**config.mk**
```make
export PLATFORM = sky130hd
export DESIGN_NAME = cfs_ctrl
export DESIGN_NICKNAME = d
export VERILOG_FILES = /design/src/hw/rtl/cfs_pkg.sv /design/src/hw/rtl/cfs_ctrl.sv
export SDC_FILE = /design/constraint.sdc
export NUM_CORES = 1
export LEC_CHECK = 0
export BUFFER_PORTS_ARGS = -buffer_cell sky130_fd_sc_hd__buf_4
export CAP_MARGIN = 0
export CORE_MARGIN = 8
export CORE_UTILIZATION = 57
export DETAILED_ROUTE_END_ITERATION = 10
export GPL_TIMING_DRIVEN = 0
export PLACE_DENSITY = 0.94
export SYNTH_ARGS = -nofsm -noshare
export SYNTH_HDL_FRONTEND = slang
export SYNTH_SLANG_ARGS = --single-unit
```
**constraint.sdc**
```tcl
create_clock -name clk -period 3.89 [get_ports clk]
set_input_delay 0.5835 -clock clk [delete_from_list [all_inputs] [get_ports clk]]
set_output_delay 0.5835 -clock clk [all_outputs]
set_load 0.01 [all_outputs]
```
**src/hw/rtl/cfs_pkg.sv**
```systemverilog
// Shared types and constants for the cyclic frame schedule block.
package cfs_pkg;

  localparam int unsigned NUM_REGS  = 8;
  localparam int unsigned SLOT_W    = 3;
  localparam int unsigned CFG_IDX_W = 3;
  localparam int unsigned PER_W     = 32;
  localparam int unsigned FRAME_W   = 63;
  localparam int unsigned PROD_W    = 64;
  localparam int unsigned DIV_CNT_W = $clog2(FRAME_W);
  localparam int unsigned GCD_K_W   = $clog2(PER_W);

  localparam logic [FRAME_W-1:0] MAJOR_MAX         = {FRAME_W{1'b1}};
  localparam logic [FRAME_W-1:0] NO_PERIODIC_MAJOR = FRAME_W'(1000000000);

  typedef enum logic [4:0] {
    OP_NONE,
    OP_SLOT_FIRST,
    OP_LOAD_P,
    OP_TAKE_FIRST,
    OP_GCD_GP,
    OP_SET_G,
    OP_DIV_LP,
    OP_GCD_PR,
    OP_DIV_LD,
    OP_MUL_LO,
    OP_MUL_HI,
    OP_LCM,
    OP_NEXT_SLOT,
    OP_FINAL,
    OP_DIV_FPM,
    OP_SET_FPM,
    OP_DIV_RATIO,
    OP_SET_RATIO,
    OP_COMMIT,
    OP_TICK,
    OP_EMIT
  } dp_op_t;

  typedef enum logic [4:0] {
    ST_IDLE,
    ST_R_BEGIN,
    ST_R_LOAD,
    ST_R_CHECK,
    ST_R_GCD_GP_W,
    ST_R_DIV_LP,
    ST_R_DIV_LP_W,
    ST_R_GCD_PR_W,
    ST_R_DIV_LD_W,
    ST_R_MUL_HI,
    ST_R_LCM,
    ST_R_NEXT,
    ST_R_FPM,
    ST_R_FPM_W,
    ST_R_RATIO,
    ST_R_RATIO_W,
    ST_R_COMMIT,
    ST_TICK,
    ST_EMIT
  } state_t;

  typedef struct packed {
    dp_op_t op;
  } cmd_t;

  typedef struct packed {
    logic p_zero;
    logic any_periodic;
    logic saturated;
    logic slot_last;
    logic div_busy;
    logic gcd_busy;
    logic out_free;
    logic emit_last;
  } stat_t;

endpackage

```
**src/hw/rtl/cfs_ctrl.sv**
```systemverilog
// Controller: sequences frame recompute, tick update and result beats.
module cfs_ctrl (
  input  logic            clk,
  input  logic            rst_n,
  input  logic            in_valid,
  input  logic            in_restart,
  output logic            in_ready,
  input  cfs_pkg::stat_t  stat,
  output cfs_pkg::cmd_t   cmd
);

  cfs_pkg::state_t state_r, state_nxt;

  always_comb begin
    state_nxt = state_r;
    unique case (state_r)
      cfs_pkg::ST_IDLE: begin
        if (in_valid) begin
          state_nxt = in_restart ? cfs_pkg::ST_R_BEGIN : cfs_pkg::ST_TICK;
        end
      end
      cfs_pkg::ST_R_BEGIN:  state_nxt = cfs_pkg::ST_R_LOAD;
      cfs_pkg::ST_R_LOAD:   state_nxt = cfs_pkg::ST_R_CHECK;
      cfs_pkg::ST_R_CHECK: begin
        if (stat.p_zero || !stat.any_periodic) begin
          state_nxt = cfs_pkg::ST_R_NEXT;
        end else begin
          state_nxt = cfs_pkg::ST_R_GCD_GP_W;
        end
      end
      cfs_pkg::ST_R_GCD_GP_W: begin
        if (!stat.gcd_busy) begin
          state_nxt = stat.saturated ? cfs_pkg::ST_R_NEXT : cfs_pkg::ST_R_DIV_LP;
        end
      end
      cfs_pkg::ST_R_DIV_LP: state_nxt = cfs_pkg::ST_R_DIV_LP_W;
      cfs_pkg::ST_R_DIV_LP_W: begin
        if (!stat.div_busy) begin
          state_nxt = cfs_pkg::ST_R_GCD_PR_W;
        end
      end
      cfs_pkg::ST_R_GCD_PR_W: begin
        if (!stat.gcd_busy) begin
          state_nxt = cfs_pkg::ST_R_DIV_LD_W;
        end
      end
      cfs_pkg::ST_R_DIV_LD_W: begin
        if (!stat.div_busy) begin
          state_nxt = cfs_pkg::ST_R_MUL_HI;
        end
      end
      cfs_pkg::ST_R_MUL_HI: state_nxt = cfs_pkg::ST_R_LCM;
      cfs_pkg::ST_R_LCM:    state_nxt = cfs_pkg::ST_R_NEXT;
      cfs_pkg::ST_R_NEXT: begin
        state_nxt = stat.slot_last ? cfs_pkg::ST_R_FPM : cfs_pkg::ST_R_LOAD;
      end
      cfs_pkg::ST_R_FPM:    state_nxt = cfs_pkg::ST_R_FPM_W;
      cfs_pkg::ST_R_FPM_W: begin
        if (!stat.div_busy) begin
          state_nxt = cfs_pkg::ST_R_RATIO;
        end
      end
      cfs_pkg::ST_R_RATIO:  state_nxt = cfs_pkg::ST_R_RATIO_W;
      cfs_pkg::ST_R_RATIO_W: begin
        if (!stat.div_busy) begin
          state_nxt = stat.slot_last ? cfs_pkg::ST_R_COMMIT : cfs_pkg::ST_R_RATIO;
        end
      end
      cfs_pkg::ST_R_COMMIT: state_nxt = cfs_pkg::ST_TICK;
      cfs_pkg::ST_TICK:     state_nxt = cfs_pkg::ST_EMIT;
      cfs_pkg::ST_EMIT: begin
        if (stat.out_free && stat.emit_last) begin
          state_nxt = cfs_pkg::ST_IDLE;
        end
      end
      default: state_nxt = cfs_pkg::ST_IDLE;
    endcase
  end

  always_comb begin
    in_ready = 1'b0;
    cmd.op   = cfs_pkg::OP_NONE;
    unique case (state_r)
      cfs_pkg::ST_IDLE:      in_ready = 1'b1;
      cfs_pkg::ST_R_BEGIN:   cmd.op = cfs_pkg::OP_SLOT_FIRST;
      cfs_pkg::ST_R_LOAD:    cmd.op = cfs_pkg::OP_LOAD_P;
      cfs_pkg::ST_R_CHECK: begin
        if (stat.p_zero) begin
          cmd.op = cfs_pkg::OP_NONE;
        end else if (!stat.any_periodic) begin
          cmd.op = cfs_pkg::OP_TAKE_FIRST;
        end else begin
          cmd.op = cfs_pkg::OP_GCD_GP;
        end
      end
      cfs_pkg::ST_R_GCD_GP_W: begin
        if (!stat.gcd_busy) begin
          cmd.op = cfs_pkg::OP_SET_G;
        end
      end
      cfs_pkg::ST_R_DIV_LP:  cmd.op = cfs_pkg::OP_DIV_LP;
      cfs_pkg::ST_R_DIV_LP_W: begin
        if (!stat.div_busy) begin
          cmd.op = cfs_pkg::OP_GCD_PR;
        end
      end
      cfs_pkg::ST_R_GCD_PR_W: begin
        if (!stat.gcd_busy) begin
          cmd.op = cfs_pkg::OP_DIV_LD;
        end
      end
      cfs_pkg::ST_R_DIV_LD_W: begin
        if (!stat.div_busy) begin
          cmd.op = cfs_pkg::OP_MUL_LO;
        end
      end
      cfs_pkg::ST_R_MUL_HI:  cmd.op = cfs_pkg::OP_MUL_HI;
      cfs_pkg::ST_R_LCM:     cmd.op = cfs_pkg::OP_LCM;
      cfs_pkg::ST_R_NEXT: begin
        cmd.op = stat.slot_last ? cfs_pkg::OP_FINAL : cfs_pkg::OP_NEXT_SLOT;
      end
      cfs_pkg::ST_R_FPM:     cmd.op = cfs_pkg::OP_DIV_FPM;
      cfs_pkg::ST_R_FPM_W: begin
        if (!stat.div_busy) begin
          cmd.op = cfs_pkg::OP_SET_FPM;
        end
      end
      cfs_pkg::ST_R_RATIO:   cmd.op = cfs_pkg::OP_DIV_RATIO;
      cfs_pkg::ST_R_RATIO_W: begin
        if (!stat.div_busy) begin
          cmd.op = cfs_pkg::OP_SET_RATIO;
        end
      end
      cfs_pkg::ST_R_COMMIT:  cmd.op = cfs_pkg::OP_COMMIT;
      cfs_pkg::ST_TICK:      cmd.op = cfs_pkg::OP_TICK;
      cfs_pkg::ST_EMIT: begin
        // hold while the output register is still occupied
        if (stat.out_free) begin
          cmd.op = cfs_pkg::OP_EMIT;
        end
      end
      default: begin
      end
    endcase
  end

  always_ff @(posedge clk) begin
    if (!rst_n) begin
      state_r <= cfs_pkg::ST_IDLE;
    end else begin
      state_r <= state_nxt;
    end
  end

endmodule

```
==> results of run 1 <==
==> per-layer routing <==
metal	share of wire (%)	vias up	GRT usage, %	routed length [um]
li1	-	520	-	-
met1	37	522	24.4	1090
met2	46	106	33.2	1340
met3	12	20	5.51	361
met4	4.1	0	15.2	120
met5	0	-	0	0
==> layout make-up <==
cell class                      count  area [um^2]  share of cell area (%)
Tap cell                           15         18.8                    1.87
Sequential cell                     5          100                    9.96
Inverter                            4         15.0                    1.49
Buffer                             11         55.1                    5.48
Clock buffer                        4         26.3                    2.62
Multi-Input combinational cell    106          662                    65.9
Timing Repair Buffer               17          128                    12.7
==> logic make-up (layout without fill, tap and decap cells) <==
group | count (synthesis) | count (layout)
xor+xnor | 1 | 1
flops | 5 | 5
simple gates | 57 | 57
compound gates | 48 | 48
buf+inv | 15 | 36
==> cell usage after synthesis (all sizes together) (4+ instances only) <==
| cell type | n | area share (%) |
|---|---|---|
| clkbuf | 4 | 1.8 |
| a31oi | 4 | 3.0 |
| a22oi | 4 | 3.6 |
| nor2 | 7 | 3.2 |
| nand2b | 5 | 3.8 |
| dfxtp | 5 | 12 |
| buf | 7 | 4.8 |
| o21ai | 12 | 7.2 |
| nor3 | 5 | 3.0 |
| nand2 | 14 | 6.3 |
| inv | 4 | 1.8 |
| nor2b | 5 | 3.8 |
| a21oi | 7 | 4.2 |
==> worst max-delay path by stage <==
stage / start / end / slack, ps / cells after the start
final: state_r[0]$_SDFFE_PN0P_ / cmd[0] / 1170 / 7
after global routing: state_r[0]$_SDFFE_PN0P_ / cmd[0] / 1120 / 7
after CTS: state_r[2]$_SDFFE_PN0P_ / cmd[1] / 1300 / 7
after detailed placement: state_r[2]$_SDFFE_PN0P_ / cmd[1] / 1570 / 7
after global placement: state_r[2]$_SDFFE_PN0P_ / cmd[1] / 1620 / 7
after floorplan: state_r[2]$_SDFFE_PN0P_ / cmd[2] / 1870 / 6
==> power by group through the flow <==
stage | Combinational (mW) | Sequential [mW] | Clock [mW]
2_1_floorplan | 0.411 | 0.0861 | 0
3_3_place_gp | 0.560 | 0.0913 | 0
3_5_place_dp | 0.577 | 0.0935 | 0
4_1_cts | 0.581 | 0.0934 | 0.0630
5_1_grt | 0.647 | 0.0974 | 0.0667
6_report | 0.598 | 0.0948 | 0.0605
==> tightest hold or removal path, cell delays in order <==
cell	delay (ps)
buf_4	110
or4b_1	150
o21ai_1	50
==> metrics, run 1 <==
Std-Cell Rows=13; DRT antenna net count=0; reg2reg start=state_r[0]$_SDFFE_PN0P_; crit path cell chain=buf_2, buf_1, nand2_1, o21ai_0, a22oi_1, o221ai_1, buf_4; EDFF count, synth=0; Root Driver=clkbuf_4; Placed Area=978 um^2; PD cells=750 mW/mm^2; RSZ-0062 raised after global routing=false; Die ar.=just under 0.003 mm^2; ys flop type=dfxtp_1; largest net degree at the start of global routing=11; commonest non-fill, non-tap cell in the layout=buf_4; H-tree depth=1; hold_buf cts=0; Internal Power=0.359 mW; Compound-Gate Fraction of Synth Area=40.5%; vias=1168; status=complete, no violations; die width=54.2 um; I/O pins=18; Area growth syn-to-layout=20.8%; Max stage delay cell, worst path=dfxtp_1; Comb power frac=79.4%; Worst-path clk slew=40 ps; Core Util, Final=75.3%; setup total negative slack=0 ps; post-synthesis area per instance=6.60 um^2; DP Wirelength=about 2.1 mm; CP max FO=10; Routed WL=2.91 mm; Static Leak=just over 0.4 nW; Slew Limit Fails=0; Diodes inserted=0; Seq/Total Area, Yosys=roughly an eighth; Synth Area in Simple Gates=about two fifths; Via-to-Cell Ratio=just over 7; CTS tree=yes; clock buffer depth=2; commonest non-fill, non-tap cells in the layout=buf_4 (17), nand2_1 (14), o21ai_0 (11); Worst path top cell family by delay=buffers and inverters; antenna violations before repair=0; Initial DRC Count=108; hold path cells=3; GP Congestion=1.02; buffers added on ports=17; Sw Ratio=between 50 and 60%; setup violators final=0; Synth Area in Adders=0%; Max-Cap Viols=0; Max Clock Skew=approximately 2.5 ps; GRT Total Usage=21.2%; WP buf/inv=3; Resized Gates After CTS=0; highest clock rate=0.368 GHz; hold_ws=between 600 and 700 ps; min-delay worst type=primary input to flip-flop; mux cell area share after synthesis=0%; DRC Markers=0; DRT Pass-1 Iters=6; Hold EP=state_r[2]$_SDFFE_PN0P_; # nets final=160; Max-slew headroom=67.2%; Critical Path RT=3310 ps; GRT overflow=0; fin crit share=between 60% and 70%; post-synthesis cell type count=49; Post-Syn Instances=126; final setup margin=around 1200 ps; Crit path arrival time=2130 ps; CP Capture Type=primary output; register share of total power=12.6%; Die Span Y=around 54 um; Reg2Reg Depth=6; flops & latches, synth=5; Yosys warnings=0; r2r setup slk=2080 ps; Post-Synth XOR/XNOR Area=between 1 and 1.5%; share of post-route cells with drive strength above 1=23.1%; starting density of the core=62.4%; worst slack, placed=between 1500 and 2000 ps; combinational family with the most area after synthesis=compound AO/OA/AOI/OAI gates; final worst path period need=around 2700 ps; TritonCTS buffer count=3; critical path class=flip-flop to primary output; Sw Pwr=between 0.3 and 0.4 mW; Top reg by flops=state_r; min-delay src=rst_n; syn nets=138; core area=0.00133 mm^2; Post-Syn Area=832 um^2; worst skew pair latency=250 ps; post-CTS setup buffers=0; global-route wire length before repair=4.64 mm; Pwr Total=about 0.75 mW; Clock Sink Count=5; Fillers=113; Tightest Pin Transition=~480 ps; clock share of power=8.0%; largest stage delay on the critical path=420 ps; VDD IR-drop max=0.461 mV; non-filler cells, final=162; Largest regs=state_r (5); placed insts=158; CP Launch Type=flip-flop; Wirelength per Cell=18.0 um; final hold viol count=0; Reg2Reg Capture Point=state_r[0]$_SDFFE_PN0P_; vias in the first global route=1071; async set or reset register ratio after synthesis=0%; post-route cell area=0.00100 mm^2; max reg flops=5
Power figures use the tool's default switching activity.
==> run 2, diff against run 1 <==
Settings changed: CORE_UTILIZATION 57 to 53, PLACE_DENSITY 0.94 to 0.89.
Clock period 3.89 ns to 2.6 ns, I/O delays scaled along.
==> run 2 against run 1 <==
Combinational power rose by 49%. Worst hold slack got worse by 220 ps. Register-to-register slack got worse by 1300 ps. Cell count rose by 0.62%. Core utilization fell by 7.8 points. Largest power group unchanged. Highest routed layer unchanged.
==> metrics, run 2 (synthesis results as in run 1) <==
status=complete, no violations; CP max FO=10 (unchanged); GRT overflow=0 (unchanged); starting density of the core=55.9% (-6.5 points); commonest non-fill, non-tap cells in the layout=buf_4 (17), nand2_1 (14), o21ai_0 (11); setup violators final=0 (unchanged); Crit path arrival time=2050 ps (-80 ps); GRT Total Usage=17.1% (-4.1 points); antenna violations before repair=0 (unchanged); Sequential Area=100 um^2 (unchanged); # nets final=160 (unchanged); Max stage delay cell, worst path=clkbuf_1; final worst path period need=between 2000 and 2500 ps; CP Launch Type=flip-flop; critical path class=flip-flop to primary output; Max Clock Skew=11.5 ps (+8.96 ps); Std-Cell Rows=14 (+1); CTS tree=yes; Clock Sink Count=5 (unchanged); final hold viol count=0 (unchanged); Routed WL=2.77 mm (-4.7%); RSZ-0062 raised after global routing=false; hold_ws=477 ps (-216 ps); VDD IR-drop max=0.679 mV (+47%); clock buffer depth=2 (unchanged); Largest regs=state_r (5); Initial DRC Count=84 (-22%); Placed Area=980 um^2 (+0.13%); die width=55.6 um (+2.6%); crit path cell chain=buf_2, buf_2, clkbuf_1, o21ai_0, a31oi_1, o221ai_1, buf_4; CP most frequent cell=buf_2; non-filler cells, final=163 (+0.62%); I/O pins=18 (unchanged); Via-to-Cell Ratio=7.04 (-2.3%); Top reg by flops=state_r; Worst path top cell family by delay=buffers and inverters; largest stage delay on the critical path=370 ps (-50 ps); Wirelength per Cell=17.0 um (-5.3%); PD cells=1120 mW/mm^2 (+49%); Tightest Pin Transition=474 ps (-6.48 ps); Die ar.=0.00309 mm^2 (+5.3%); commonest non-fill, non-tap cell in the layout=buf_4; min-delay worst type=primary input to flip-flop; Max-Cap Viols=0 (unchanged); DRC Markers=0 (unchanged); hold_buf cts=0 (unchanged); DP Wirelength=2.04 mm (-3.8%); fin crit share=between 90% and 100%; global-route wire length before repair=4.64 mm (unchanged); setup total negative slack=0 ps (unchanged); Diodes inserted=0 (unchanged); DRT antenna net count=0 (unchanged); DRT Pass-1 Iters=5 (-1); vias in the first global route=1041 (-2.8%); GP Congestion=0.927 (-9.1%); Slew Limit Fails=0 (unchanged); post-route cell area=0.00101 mm^2 (+0.12%); placed insts=159 (+0.63%); highest clock rate=0.410 GHz; area of the multi-input gates=662 um^2 (unchanged); TritonCTS buffer count=3 (unchanged); Root Driver=clkbuf_4; core area=0.00149 mm^2 (+12%); Static Leak=0.416 nW (unchanged); Area growth syn-to-layout=20.9%; Worst-path clk slew=50 ps (about the same); WP buf/inv=4 (+1); Fillers=138 (+22%); Die Span Y=55.6 um (+2.6%); buffers added on ports=17 (unchanged); largest net degree at the start of global routing=11 (unchanged); Resized Gates After CTS=0 (unchanged); share of post-route cells with drive strength above 1=23.1% (unchanged); max reg flops=5 (unchanged); Critical Path RT=2210 ps (-1100 ps); post-CTS setup buffers=0 (unchanged); vias=1148 (-1.7%); CP Capture Type=primary output; worst skew pair latency=260 ps (about the same); H-tree depth=1 (unchanged); Max-slew headroom=68.4% (+1.3 points)
==> run 2: cell type report <==
class	instances	share of cell area [%]
multi-input combinational	106	65.8
timing repair buffer	17	12.7
sequential	5	9.95
buffer	11	5.47
clock buffer	4	2.61
tap	16	1.99
inverter	4	1.49
==> run 2: where the power goes <==
part | switching [mW] | internal, mW
logic | 0.517 | 0.372
clock network | 0.0390 | 0.0584
registers | 0.0343 | 0.107
total | 0.590 | 0.537
==> run 2: per-layer routing <==
layer / global-route usage [%] / up-vias / part of all wire [%]
met2: 26.8 / 104 / 46
met3: 4.79 / 14 / 14
met4: 8.45 / 0 / 2.9
met1: 20.7 / 507 / 37
li1: - / 523 / -
met5: 0 / - / 0
==> run 2: worst reg2reg max path, stage by stage, from the launching register on <==
cell and delay [ps]:
dfxtp_1 300, buf_2 170, or3b_2 530, nor2_1 250
o21ai_0 140, a21oi_1 170, a31o_2 170
==> run 2: per-stage QoR <==
step | setup slack, ps | power (mW) | utilization, %
3_3_place_gp | 522 | 0.979 | 65.8
5_1_grt | 3.36 | 1.21 | 67.6
6_report | 158 | 1.13 | 67.6
3_5_place_dp | 502 | 1.00 | 65.8
2_1_floorplan | 773 | 0.743 | -
4_1_cts | 213 | 1.10 | 67.6
==> run 2: worst paths after layout <==
| path | cells after the start | startpoint | to | slack [ps] |
|---|---|---|---|---|
| worst min-delay path | 3 | rst_n | state_r[2]$_SDFFE_PN0P_ | 480 |
| worst max-delay path | 7 | state_r[2]$_SDFFE_PN0P_ | cmd[1] | 160 |
| worst max register to register | 6 | state_r[2]$_SDFFE_PN0P_ | state_r[1]$_SDFFE_PN0P_ | 820 |
| worst min register to register | 2 | state_r[4]$_SDFFE_PN0P_ | state_r[2]$_SDFFE_PN0P_ | 740 |
